<file path="src/icaf_pkg.sv">
// Shared types, constants and the arctangent table of the attitude filter.
// No dependencies; every other file of the block but icaf_isqrt uses this package.
package icaf_pkg;

  // Iteration defaults and table length
  localparam int CORDIC_STEPS_DEF = 16;
  localparam int ATAN_LEN = 28;

  // Register indexes of the configuration port
  localparam logic [1:0] CFG_BLEND_WEIGHT = 2'd0;
  localparam logic [1:0] CFG_STEP_TIME    = 2'd1;

  localparam logic [15:0] BLEND_WEIGHT_RST = 16'd64225;
  localparam logic [15:0] STEP_TIME_RST    = 16'd1311;

  // Angles: pi in Q3.29 and in Q2.30 (also two pi in Q3.29)
  localparam logic signed [34:0] PI29     = 35'sd1686629713;
  localparam logic signed [34:0] TWO_PI29 = 35'sd3373259426;
  localparam logic signed [34:0] PI30     = 35'sd3373259426;

  typedef struct packed {
    logic signed [15:0] rate_x;
    logic signed [15:0] rate_y;
    logic signed [15:0] rate_z;
    logic signed [15:0] accel_x;
    logic signed [15:0] accel_y;
    logic signed [15:0] accel_z;
  } icaf_in_t;

  typedef struct packed {
    logic signed [15:0] roll_angle;
    logic signed [15:0] pitch_angle;
    logic signed [15:0] yaw_angle;
  } icaf_out_t;

  typedef enum logic [4:0] {
    ST_IDLE, ST_M_RX, ST_M_RY, ST_M_RZ, ST_M_AY, ST_M_AZ, ST_SUMSQ, ST_WRAP,
    ST_ROLL_GO, ST_ROLL_RUN, ST_SQRT_WAIT, ST_PITCH_GO, ST_PITCH_RUN,
    ST_B0, ST_B1, ST_B2, ST_B3, ST_B4, ST_OUT
  } icaf_state_t;

  typedef enum logic [4:0] {
    OP_NONE, OP_LOAD, OP_M_RX, OP_M_RY, OP_M_RZ, OP_M_AY, OP_M_AZ, OP_SUMSQ,
    OP_WRAP, OP_ROLL_GO, OP_ROLL_WAIT, OP_PITCH_GO, OP_PITCH_WAIT,
    OP_B0, OP_B1, OP_B2, OP_B3, OP_B4, OP_COMMIT
  } icaf_op_t;

  typedef struct packed {
    icaf_op_t op;
  } icaf_cmd_t;

  typedef struct packed {
    logic cordic_busy;
    logic sqrt_busy;
    logic yaw_ok;
  } icaf_stat_t;

  // Truncated arctangent of 2^-i in Q2.30
  function automatic logic [29:0] atan_entry(input logic [4:0] i);
    logic [29:0] v;
    case (i)
      5'd0:  v = 30'd843314856;
      5'd1:  v = 30'd497837829;
      5'd2:  v = 30'd263043836;
      5'd3:  v = 30'd133525158;
      5'd4:  v = 30'd67021686;
      5'd5:  v = 30'd33543515;
      5'd6:  v = 30'd16775850;
      5'd7:  v = 30'd8388437;
      5'd8:  v = 30'd4194282;
      5'd9:  v = 30'd2097149;
      5'd10: v = 30'd1048575;
      5'd11: v = 30'd524287;
      5'd12: v = 30'd262143;
      5'd13: v = 30'd131071;
      5'd14: v = 30'd65535;
      5'd15: v = 30'd32767;
      5'd16: v = 30'd16383;
      5'd17: v = 30'd8191;
      5'd18: v = 30'd4095;
      5'd19: v = 30'd2047;
      5'd20: v = 30'd1023;
      5'd21: v = 30'd511;
      5'd22: v = 30'd255;
      5'd23: v = 30'd127;
      5'd24: v = 30'd63;
      5'd25: v = 30'd31;
      5'd26: v = 30'd15;
      5'd27: v = 30'd7;
      default: v = 30'd0;
    endcase
    return v;
  endfunction

endpackage

</file>
<file path="src/icaf_isqrt.sv">
// Bit-serial integer square root, one result bit per cycle, 30 steps.
// Depends on nothing outside this file.
module icaf_isqrt (
  input  logic        clk,
  input  logic        rst_n,
  input  logic        start,
  input  logic [59:0] radicand,
  output logic        busy,
  output logic [30:0] root
);

  localparam logic [4:0] LAST = 5'd29;

  logic [60:0] v_r, v_nxt, res_r, res_nxt, bit_r, bit_nxt;
  logic [4:0]  cnt_r, cnt_nxt;
  logic        busy_r, busy_nxt;
  logic [60:0] trial;

  assign trial = res_r + bit_r;

  // One digit per cycle
  always_comb begin
    v_nxt    = v_r;
    res_nxt  = res_r;
    bit_nxt  = bit_r;
    cnt_nxt  = cnt_r;
    busy_nxt = busy_r;
    if (start) begin
      v_nxt    = {1'b0, radicand};
      res_nxt  = '0;
      bit_nxt  = 61'd1 << 58;
      cnt_nxt  = '0;
      busy_nxt = 1'b1;
    end else if (busy_r) begin
      if (v_r >= trial) begin
        v_nxt   = v_r - trial;
        res_nxt = (res_r >> 1) + bit_r;
      end else begin
        res_nxt = res_r >> 1;
      end
      bit_nxt = bit_r >> 2;
      cnt_nxt = cnt_r + 5'd1;
      if (cnt_r == LAST) busy_nxt = 1'b0;
    end
  end

  always_ff @(posedge clk) begin
    if (!rst_n) begin
      busy_r <= 1'b0;
      cnt_r  <= '0;
    end else begin
      busy_r <= busy_nxt;
      cnt_r  <= cnt_nxt;
    end
    v_r   <= v_nxt;
    res_r <= res_nxt;
    bit_r <= bit_nxt;
  end

  assign busy = busy_r;
  assign root = res_r[30:0];

endmodule

</file>
<file path="src/icaf_cordic.sv">
// Iterative CORDIC vectoring unit: atan2(y, x) in Q3.29, one step per cycle.
// Depends on icaf_pkg for the arctangent table and pi.
module icaf_cordic #(
  parameter int CORDIC_STEPS = icaf_pkg::CORDIC_STEPS_DEF
) (
  input  logic               clk,
  input  logic               rst_n,
  input  logic               start,
  input  logic signed [33:0] y_in,
  input  logic signed [33:0] x_in,
  output logic               busy,
  output logic signed [33:0] z_out
);
  import icaf_pkg::*;

  localparam int NSTEPS = (CORDIC_STEPS > ATAN_LEN) ? ATAN_LEN : CORDIC_STEPS;
  localparam logic [4:0] LAST = 5'(NSTEPS - 1);

  logic signed [33:0] x_r, x_nxt, y_r, y_nxt;
  logic signed [34:0] z_r, z_nxt, ang, z_half;
  logic [4:0]         cnt_r, cnt_nxt;
  logic               busy_r, busy_nxt, zero_r, zero_nxt;
  logic signed [33:0] sh_x, sh_y;

  assign sh_x = x_r >>> cnt_r;
  assign sh_y = y_r >>> cnt_r;
  assign ang  = $signed({5'b0, atan_entry(cnt_r)});

  // Pre-rotation on start, then one micro-rotation per cycle
  always_comb begin
    x_nxt    = x_r;
    y_nxt    = y_r;
    z_nxt    = z_r;
    cnt_nxt  = cnt_r;
    busy_nxt = busy_r;
    zero_nxt = zero_r;
    if (start) begin
      zero_nxt = (x_in == '0) && (y_in == '0);
      cnt_nxt  = '0;
      busy_nxt = 1'b1;
      if (x_in[33]) begin
        x_nxt = -x_in;
        y_nxt = -y_in;
        z_nxt = y_in[33] ? -PI30 : PI30;
      end else begin
        x_nxt = x_in;
        y_nxt = y_in;
        z_nxt = '0;
      end
    end else if (busy_r) begin
      if (!y_r[33]) begin
        x_nxt = x_r + sh_y;
        y_nxt = y_r - sh_x;
        z_nxt = z_r + ang;
      end else begin
        x_nxt = x_r - sh_y;
        y_nxt = y_r + sh_x;
        z_nxt = z_r - ang;
      end
      cnt_nxt = cnt_r + 5'd1;
      if (cnt_r == LAST) busy_nxt = 1'b0;
    end
  end

  always_ff @(posedge clk) begin
    if (!rst_n) begin
      busy_r <= 1'b0;
      cnt_r  <= '0;
    end else begin
      busy_r <= busy_nxt;
      cnt_r  <= cnt_nxt;
    end
    x_r    <= x_nxt;
    y_r    <= y_nxt;
    z_r    <= z_nxt;
    zero_r <= zero_nxt;
  end

  assign z_half = z_r >>> 1;
  assign busy   = busy_r;
  assign z_out  = zero_r ? '0 : z_half[33:0];

endmodule

</file>
<file path="src/icaf_dp.sv">
// Datapath: config registers, angle state, shared multiplier, yaw wrap,
// and the square root and CORDIC units. Depends on icaf_pkg, icaf_isqrt and icaf_cordic.
module icaf_dp #(
  parameter int CORDIC_STEPS = icaf_pkg::CORDIC_STEPS_DEF
) (
  input  logic                clk,
  input  logic                rst_n,
  input  icaf_pkg::icaf_cmd_t cmd,
  output icaf_pkg::icaf_stat_t stat,
  input  icaf_pkg::icaf_in_t  in_word,
  input  logic                cfg_we,
  input  logic [1:0]          cfg_index,
  input  logic [15:0]         cfg_data,
  output icaf_pkg::icaf_out_t out_word
);
  import icaf_pkg::*;

  logic [15:0]        alpha_r, dt_r;
  icaf_in_t           in_r;
  icaf_out_t          out_r;
  logic signed [51:0] prod_r, bacc_r, bsum;
  logic signed [31:0] roll_acc_r, pitch_acc_r, yaw_acc_r, roll_t_r, pitch_t_r;
  logic signed [34:0] yaw_t_r;
  logic [31:0]        sumsq_r;
  logic signed [33:0] tilt_roll_r, tilt_pitch_r;
  logic signed [17:0] ma;
  logic signed [33:0] mb;
  logic [16:0]        beta;
  logic signed [16:0] nax;
  logic signed [33:0] roll_sum, pitch_sum;
  logic signed [34:0] yaw_sum;
  logic               yaw_ok;

  logic               c_start, c_busy, s_start, s_busy;
  logic signed [33:0] c_y, c_x, c_z;
  logic [30:0]        s_root;

  function automatic logic signed [31:0] sat32(input logic signed [35:0] v);
    logic signed [31:0] r;
    if (v > 36'sd2147483647)       r = 32'sh7FFFFFFF;
    else if (v < -36'sd2147483648) r = 32'sh80000000;
    else                           r = v[31:0];
    return r;
  endfunction

  // Round to Q3.13 and saturate
  function automatic logic signed [15:0] to_out(input logic signed [31:0] a);
    logic signed [32:0] t;
    logic signed [16:0] s;
    logic signed [15:0] r;
    t = {a[31], a} + 33'sd32768;
    s = t[32:16];
    if (s > 17'sd32767)       r = 16'sh7FFF;
    else if (s < -17'sd32768) r = 16'sh8000;
    else                      r = s[15:0];
    return r;
  endfunction

  assign beta = 17'h10000 - {1'b0, alpha_r};
  assign nax  = -{in_r.accel_x[15], in_r.accel_x};

  // Multiplier operand select
  always_comb begin
    ma = '0;
    mb = '0;
    case (cmd.op)
      OP_M_RX: begin
        ma = {2'b00, dt_r};
        mb = {{18{in_r.rate_x[15]}}, in_r.rate_x};
      end
      OP_M_RY: begin
        ma = {2'b00, dt_r};
        mb = {{18{in_r.rate_y[15]}}, in_r.rate_y};
      end
      OP_M_RZ: begin
        ma = {2'b00, dt_r};
        mb = {{18{in_r.rate_z[15]}}, in_r.rate_z};
      end
      OP_M_AY: begin
        ma = {{2{in_r.accel_y[15]}}, in_r.accel_y};
        mb = {{18{in_r.accel_y[15]}}, in_r.accel_y};
      end
      OP_M_AZ: begin
        ma = {{2{in_r.accel_z[15]}}, in_r.accel_z};
        mb = {{18{in_r.accel_z[15]}}, in_r.accel_z};
      end
      OP_B0: begin
        ma = {2'b00, alpha_r};
        mb = {{2{roll_t_r[31]}}, roll_t_r};
      end
      OP_B1: begin
        ma = {1'b0, beta};
        mb = tilt_roll_r;
      end
      OP_B2: begin
        ma = {2'b00, alpha_r};
        mb = {{2{pitch_t_r[31]}}, pitch_t_r};
      end
      OP_B3: begin
        ma = {1'b0, beta};
        mb = tilt_pitch_r;
      end
      default: begin
        ma = '0;
        mb = '0;
      end
    endcase
  end

  // Integration sums: twice the rate product is the Q.29 increment
  assign roll_sum  = {{2{roll_acc_r[31]}}, roll_acc_r} + {prod_r[32:0], 1'b0};
  assign pitch_sum = {{2{pitch_acc_r[31]}}, pitch_acc_r} + {prod_r[32:0], 1'b0};
  assign yaw_sum   = {{3{yaw_acc_r[31]}}, yaw_acc_r} + {prod_r[33:0], 1'b0};
  assign bsum      = bacc_r + prod_r;
  assign yaw_ok    = (yaw_t_r < PI29) && (yaw_t_r >= -PI29);

  // Unit start and operand select
  assign s_start = (cmd.op == OP_ROLL_GO);
  assign c_start = (cmd.op == OP_ROLL_GO) || (cmd.op == OP_PITCH_GO);
  assign c_y = (cmd.op == OP_PITCH_GO) ? {{3{nax[16]}}, nax, 14'b0}
                                       : {{4{in_r.accel_y[15]}}, in_r.accel_y, 14'b0};
  assign c_x = (cmd.op == OP_PITCH_GO) ? {3'b000, s_root}
                                       : {{4{in_r.accel_z[15]}}, in_r.accel_z, 14'b0};

  icaf_isqrt u_isqrt (
    .clk      (clk),
    .rst_n    (rst_n),
    .start    (s_start),
    .radicand ({sumsq_r, 28'b0}),
    .busy     (s_busy),
    .root     (s_root)
  );

  icaf_cordic #(.CORDIC_STEPS(CORDIC_STEPS)) u_cordic (
    .clk   (clk),
    .rst_n (rst_n),
    .start (c_start),
    .y_in  (c_y),
    .x_in  (c_x),
    .busy  (c_busy),
    .z_out (c_z)
  );

  // Configuration registers and angle state
  always_ff @(posedge clk) begin
    if (!rst_n) begin
      alpha_r     <= BLEND_WEIGHT_RST;
      dt_r        <= STEP_TIME_RST;
      roll_acc_r  <= '0;
      pitch_acc_r <= '0;
      yaw_acc_r   <= '0;
    end else begin
      if (cfg_we) begin
        case (cfg_index)
          CFG_BLEND_WEIGHT: alpha_r <= cfg_data;
          CFG_STEP_TIME:    dt_r    <= cfg_data;
          default: ;
        endcase
      end
      if (cmd.op == OP_COMMIT) begin
        roll_acc_r  <= roll_t_r;
        pitch_acc_r <= pitch_t_r;
        yaw_acc_r   <= yaw_t_r[31:0];
      end
    end
  end

  // Working registers
  always_ff @(posedge clk) begin
    prod_r <= ma * mb;
    case (cmd.op)
      OP_LOAD:       in_r <= in_word;
      OP_M_RY:       roll_t_r <= sat32({{2{roll_sum[33]}}, roll_sum});
      OP_M_RZ:       pitch_t_r <= sat32({{2{pitch_sum[33]}}, pitch_sum});
      OP_M_AY:       yaw_t_r <= yaw_sum;
      OP_M_AZ:       sumsq_r <= prod_r[31:0];
      OP_SUMSQ:      sumsq_r <= sumsq_r + prod_r[31:0];
      OP_WRAP: begin
        if (yaw_t_r >= PI29)       yaw_t_r <= yaw_t_r - TWO_PI29;
        else if (yaw_t_r < -PI29)  yaw_t_r <= yaw_t_r + TWO_PI29;
      end
      OP_ROLL_WAIT:  tilt_roll_r <= c_z;
      OP_PITCH_WAIT: tilt_pitch_r <= c_z;
      OP_B1:         bacc_r <= prod_r;
      OP_B2:         roll_t_r <= sat32(bsum[51:16]);
      OP_B3:         bacc_r <= prod_r;
      OP_B4:         pitch_t_r <= sat32(bsum[51:16]);
      OP_COMMIT: begin
        out_r.roll_angle  <= to_out(roll_t_r);
        out_r.pitch_angle <= to_out(pitch_t_r);
        out_r.yaw_angle   <= to_out(yaw_t_r[31:0]);
      end
      default: ;
    endcase
  end

  assign stat.cordic_busy = c_busy;
  assign stat.sqrt_busy   = s_busy;
  assign stat.yaw_ok      = yaw_ok;
  assign out_word         = out_r;

endmodule

</file>
<file path="src/icaf_ctrl.sv">
// Controller: sequences one sample through the datapath and owns the
// handshakes of both channels. Depends on icaf_pkg.
module icaf_ctrl (
  input  logic                 clk,
  input  logic                 rst_n,
  input  logic                 in_valid,
  output logic                 in_stall,
  output logic                 out_valid,
  input  logic                 out_stall,
  input  icaf_pkg::icaf_stat_t stat,
  output icaf_pkg::icaf_cmd_t  cmd
);
  import icaf_pkg::*;

  icaf_state_t state_r, state_nxt;
  logic        out_valid_r, out_valid_nxt;
  logic        commit;

  // Output register is free when empty or being taken
  assign commit = (state_r == ST_OUT) && (!out_valid_r || !out_stall);

  // Next state
  always_comb begin
    state_nxt = state_r;
    unique case (state_r)
      ST_IDLE:      if (in_valid) state_nxt = ST_M_RX;
      ST_M_RX:      state_nxt = ST_M_RY;
      ST_M_RY:      state_nxt = ST_M_RZ;
      ST_M_RZ:      state_nxt = ST_M_AY;
      ST_M_AY:      state_nxt = ST_M_AZ;
      ST_M_AZ:      state_nxt = ST_SUMSQ;
      ST_SUMSQ:     state_nxt = ST_WRAP;
      ST_WRAP:      if (stat.yaw_ok) state_nxt = ST_ROLL_GO;
      ST_ROLL_GO:   state_nxt = ST_ROLL_RUN;
      ST_ROLL_RUN:  if (!stat.cordic_busy) state_nxt = ST_SQRT_WAIT;
      ST_SQRT_WAIT: if (!stat.sqrt_busy) state_nxt = ST_PITCH_GO;
      ST_PITCH_GO:  state_nxt = ST_PITCH_RUN;
      ST_PITCH_RUN: if (!stat.cordic_busy) state_nxt = ST_B0;
      ST_B0:        state_nxt = ST_B1;
      ST_B1:        state_nxt = ST_B2;
      ST_B2:        state_nxt = ST_B3;
      ST_B3:        state_nxt = ST_B4;
      ST_B4:        state_nxt = ST_OUT;
      ST_OUT:       if (commit) state_nxt = ST_IDLE;
      default:      state_nxt = ST_IDLE;
    endcase
  end

  // Commands
  always_comb begin
    cmd.op   = OP_NONE;
    in_stall = 1'b1;
    unique case (state_r)
      ST_IDLE: begin
        in_stall = 1'b0;
        cmd.op   = in_valid ? OP_LOAD : OP_NONE;
      end
      ST_M_RX:      cmd.op = OP_M_RX;
      ST_M_RY:      cmd.op = OP_M_RY;
      ST_M_RZ:      cmd.op = OP_M_RZ;
      ST_M_AY:      cmd.op = OP_M_AY;
      ST_M_AZ:      cmd.op = OP_M_AZ;
      ST_SUMSQ:     cmd.op = OP_SUMSQ;
      ST_WRAP:      cmd.op = OP_WRAP;
      ST_ROLL_GO:   cmd.op = OP_ROLL_GO;
      ST_ROLL_RUN:  cmd.op = OP_ROLL_WAIT;
      ST_SQRT_WAIT: cmd.op = OP_NONE;
      ST_PITCH_GO:  cmd.op = OP_PITCH_GO;
      ST_PITCH_RUN: cmd.op = OP_PITCH_WAIT;
      ST_B0:        cmd.op = OP_B0;
      ST_B1:        cmd.op = OP_B1;
      ST_B2:        cmd.op = OP_B2;
      ST_B3:        cmd.op = OP_B3;
      ST_B4:        cmd.op = OP_B4;
      ST_OUT:       cmd.op = commit ? OP_COMMIT : OP_NONE;
      default:      cmd.op = OP_NONE;
    endcase
  end

  // Result word valid flag
  always_comb begin
    out_valid_nxt = out_valid_r;
    if (commit)                        out_valid_nxt = 1'b1;
    else if (out_valid_r && !out_stall) out_valid_nxt = 1'b0;
  end

  always_ff @(posedge clk) begin
    if (!rst_n) begin
      state_r     <= ST_IDLE;
      out_valid_r <= 1'b0;
    end else begin
      state_r     <= state_nxt;
      out_valid_r <= out_valid_nxt;
    end
  end

  assign out_valid = out_valid_r;

endmodule

</file>
<file path="src/imu_complementary_attitude_filter.sv">
// Top level of the complementary attitude filter: controller plus datapath.
// Depends on icaf_pkg, icaf_ctrl, icaf_dp (with icaf_isqrt, icaf_cordic).
//
// One IMU sample word in, one angle word out. The block takes a sample when
// idle and takes no new one until it has committed the last. Yaw is wrapped
// by two pi as often as needed. The 30-step bit-serial square root runs
// beside the roll CORDIC pass, followed by the pitch CORDIC pass and the
// blend multiplies on one shared multiplier. A finished word waits in the
// output register while the next sample is already taken. Configuration is
// to be written only while idle; the block itself does not enforce this.
module imu_complementary_attitude_filter #(
  parameter int CORDIC_STEPS = icaf_pkg::CORDIC_STEPS_DEF
) (
  input  logic                clk,
  input  logic                rst_n,
  input  logic                in_valid,
  output logic                in_stall,
  input  icaf_pkg::icaf_in_t  in_word,
  output logic                out_valid,
  input  logic                out_stall,
  output icaf_pkg::icaf_out_t out_word,
  input  logic                cfg_we,
  input  logic [1:0]          cfg_index,
  input  logic [15:0]         cfg_data
);
  import icaf_pkg::*;

  icaf_cmd_t  cmd;
  icaf_stat_t stat;

  icaf_ctrl u_ctrl (
    .clk       (clk),
    .rst_n     (rst_n),
    .in_valid  (in_valid),
    .in_stall  (in_stall),
    .out_valid (out_valid),
    .out_stall (out_stall),
    .stat      (stat),
    .cmd       (cmd)
  );

  icaf_dp #(.CORDIC_STEPS(CORDIC_STEPS)) u_dp (
    .clk       (clk),
    .rst_n     (rst_n),
    .cmd       (cmd),
    .stat      (stat),
    .in_word   (in_word),
    .cfg_we    (cfg_we),
    .cfg_index (cfg_index),
    .cfg_data  (cfg_data),
    .out_word  (out_word)
  );

endmodule

</file>
<file path="config.mk">
export PLATFORM = sky130hd
export DESIGN_NAME = imu_complementary_attitude_filter
export DESIGN_NICKNAME = d
export VERILOG_FILES = /design/src/icaf_pkg.sv /design/src/icaf_isqrt.sv /design/src/icaf_cordic.sv /design/src/icaf_dp.sv /design/src/icaf_ctrl.sv /design/src/imu_complementary_attitude_filter.sv
export SDC_FILE = /design/constraint.sdc
export NUM_CORES = 2
export LEC_CHECK = 0
export ABC_AREA = 0
export BUFFER_PORTS_ARGS = -buffer_cell sky130_fd_sc_hd__buf_2
export CAP_MARGIN = 5
export CORE_ASPECT_RATIO = 0.9
export CORE_UTILIZATION = 45
export DETAILED_ROUTE_END_ITERATION = 7
export GPL_ROUTABILITY_DRIVEN = 0
export PLACE_DENSITY = 0.71
export SLEW_MARGIN = 10
export SYNTH_ARGS = -nofsm -noshare
export SYNTH_HDL_FRONTEND = slang
export SYNTH_HIERARCHICAL = 1
export SYNTH_SLANG_ARGS = --single-unit
</file>
<file path="constraint.sdc">
create_clock -name clk -period 24.2 [get_ports clk]
set_input_delay 2.42 -clock clk [delete_from_list [all_inputs] [get_ports clk]]
set_output_delay 2.42 -clock clk [all_outputs]
set_load 0.05 [all_outputs]
</file>
==> results by group <==
Synthesis
  • Total of warnings raised by yosys: 6
  • Simple-gate share of the synthesized area: 16.27%
  • Compound-gate portion of the synthesized area: 18.42%
  • Fraction of synthesized cell area in xor and xnor cells: 6.579%
  • Multiplexer share of the synthesized area: 4.257%
  • Number of synthesized register bits: 879
  • Post-synth EDFFs: 559
  • Mapped Cells: 10142
  • FFs w/ async S/R, synth: 0%
  • Post-synthesis area per instance: 8.750 sq um
  • Top flip-flop cell by instance count after synthesis: edfxtp_1
  • Main combinational cell family by area after synthesis: adder cells
  • Area of the mapped netlist: 88740 sq um
  • Post-synthesis adder-cell area fraction: 21.63%
  • Count of unique library cells instantiated by Yosys: 121
  • Seq/Total Area, Yosys: 26.13%

Power and ir drop
  • Power per standard cell area: 95.90 nW/um^2
  • Leakage: 0.03980 uW
  • Worst VDD drop: 0.09052 mV

CTS
  • Clock sinks: 879
  • Post-cts resize count: 0
  • Maximum buffer depth of the clock tree: 3
  • Number of hold buffers added after cts: 0
  • Register clock-pin slew on the reported worst setup and hold paths: 60 ps
  • Skew-Pair Late Insertion Delay: 780 ps
  • CTS Root Buffer Type: clkbuf_16
  • Inserted Clock Buffers: 101
  • Post-CTS setup buffer count: 0
  • Maximum level of the CTS H-tree: 3
  • TritonCTS clock tree: done

STA
  • Maximum operating frequency: 0.06974 GHz
  • Post-route minimum period: 14340 ps
  • Sum Neg Setup Slack: 0 ps
  • Worst clock skew: 77.11 ps
  • Slew Viols, Final: 0
  • Worst hold slack: 443.1 ps
  • Setup repair after global routing missed its margin: false
  • Final period utilization: 59.25%
  • Relative slew margins: 1.207%
  • Final hold violations: 0
  • Total setup violations reported at the end of the flow: 0
  • Worst-margin pin slew: 1482 ps

Detailed routing
  • Via count: 79018
  • Avg Vias per Cell: 6.195
  • Post-route ant nets: 0
  • Wire length reported by the detailed router: 299300 microns
  • Number of remaining DRC errors: 85
  • Routed wirelength normalized by instance count: 23.46 microns
  • Violation count after the first detailed-routing iteration: 11161
  • First-pass iteration count of the detailed router: 8

Die
  • Die boundary width: 470.1 microns
  • Std cell rows: 154
  • DIE AREA: 199000 sq um
  • Count of boundary I/O pins: 169
  • Initial core utilization: 45.33%
  • Placeable core area: 195800 sq um
  • Die Y-Extent: 423.3 microns

Placed design
  • Placed inst area: 91760 sq um
  • HPWL reported at the end of detailed placement: 228600 microns
  • Port buffer count: 168

Cells and area
  • Commonest non-fill, non-tap cells in the layout: nand2_1, inv_1, nor2_1
  • Final core occ: 48.70%
  • Layout cells sized above 1: 6.920%
  • Number of nets at the end of the flow: 11382
  • Final instance area: 95340 sq um
  • Most common library cell in the layout ignoring fill and taps: nand2_1
  • Syn-to-layout area delta: 7.432%

Run status
  • Result of the run: finished, violations left
  • Violations in the final reports: DRC

Global routing
  • Remaining Overflow, GRT: 0
  • Tot GR Track Use: 29.23%
  • Met2 track utilization from global routing: 42.64%
  • Wire length of the first global-routing pass: 451700 microns
  • Layer with the highest usage: met2
  • Number of global-route vias before repair: 75039
  • Pin count of the biggest net entering global routing: 181
  • Number of antenna violations at the first check in global routing: 11
  • Met1 routing resource usage after global routing: 38.36%
  • Met3 Use GR: 8.097%

Critical path
  • Longest individual stage delay on the worst path: 1080 ps
  • Required time worst endpoint: 24840 ps
  • CP Capture Type: flip-flop
  • Critical path launch point type: primary input
  • Cell with the biggest individual delay on the critical path: o311a_1
  • Class of the most critical setup path: in2reg
  • Data arrival time at the worst-slack endpoint: 14980 ps
  • Critical-path maximum fanout: 61

Min path
  • Class of the worst hold path: reg2reg

Flow run
  • Max capacitance violation total: 0
## state kept, by name, indices dropped and copies added, names as in the netlist, 16 cells and up
name,cells
u_dp/in_r,96
u_dp/u_isqrt/res_r,61
u_dp/u_isqrt/v_r,61
u_dp/bacc_r,52
u_dp/prod_r,52
u_dp/out_word,48
u_dp/u_cordic/z_r,35
u_dp/yaw_t_r,35
u_dp/tilt_pitch_r,34
u_dp/tilt_roll_r,34
u_dp/u_cordic/x_r,34
u_dp/u_cordic/y_r,34
u_dp/pitch_acc_r,32
u_dp/pitch_t_r,32
u_dp/roll_acc_r,32
u_dp/roll_t_r,32
u_dp/sumsq_r,32
u_dp/yaw_acc_r,32
u_dp/u_cordic/ang,30
u_dp/u_isqrt/bit_r,30
u_dp/alpha_r,16
u_dp/dt_r,16
## worst max-delay path, delay by kind of cell
kind                     cells  cell delay, ps
AO/OA/AOI/OAI               14            5890
XOR/XNOR                     1             170
adder cells (fa/ha/maj)      7            3500
buffers and inverters       10            1980
AND/OR/NAND/NOR              6             940
## kinds of logic (layout without fill, tap and decap cells)
logic type / Yosys count / count (layout)
buffers and inverters: 1456 / 1395
adders and majority gates: 1177 / 1177
AOI/OAI and AO/OA: 2512 / 2512
and+or+nand+nor: 3191 / 3191
xor gates and xnor gates: 665 / 665
DFF: 879 / 879
other: 2 / 102
muxes: 260 / 260
## power by group
part           switching (uW)  internal, uW
registers                 273          1850
clock network             713           943
logic                    3450          1910
## metal layers
layer / share of wire [%] / wire (microns) / vias up
li1: - / - / 35231
met1: 39 / 115500 / 37982
met2: 41 / 124000 / 4898
met3: 13 / 38050 / 903
met4: 7.2 / 21660 / 4
met5: 0.0077 / 23 / -
## cell usage after synthesis (all sizes together) (98+ instances only)
cell type  count  area (sq um)
a21boi       141          1059
a21o         223          1674
a21oi        594          2984
a22oi         98         740.7
a31oi        132         840.8
buf          155          1064
clkbuf       371          1395
dfxtp        320          6406
edfxtp       559         16790
fa           595         11910
ha           582          7282
inv          926          3476
mux2i        134          1341
nand2       1401          5269
nand2b        98         613.1
nand3        201          1006
nand4        117         747.0
nor2         759          2849
nor2b        100         625.6
nor3         121         621.9
o21ai        606          3033
xnor2        394          3451
xor2         270          2365
## metrics by stage
step | std cells | worst slack [ps] | total power, uW
after floorplan | 10235 | 12330 | 5758
after global placement | 12557 | 9836 | 7170
after detailed placement | 12557 | 9561 | 7294
after CTS | 12748 | 10280 | 8973
after global routing | 12751 | 9488 | 9688
final | 12755 | 9862 | 9143
## final timing paths
check / startpoint / end / cells after the start / slack (ps)
hold reg to reg: u_dp/prod_r[48] / u_dp/bacc_r[48] / 0 / 440
setup / recovery: in_valid / u_dp/prod_r[49] / 38 / 9860
setup reg to reg: u_ctrl/state_r[2] / u_dp/prod_r[49] / 37 / 10820
hold / removal: u_dp/prod_r[48] / u_dp/bacc_r[48] / 0 / 440
## area by class of cell
type                            count  area, sq um
Tap cell                         2574         3221
Inverter                          930         3493
Antenna cell                        7        17.52
Sequential cell                   879        23210
Multi-Input combinational cell   7900        60190
Clock buffer                      121         2793
Clock inverter                     70        765.7
Timing Repair Buffer              274         1652
Fill cell                       18103       100400
Note: power is estimated with default switching activity, not from simulation.
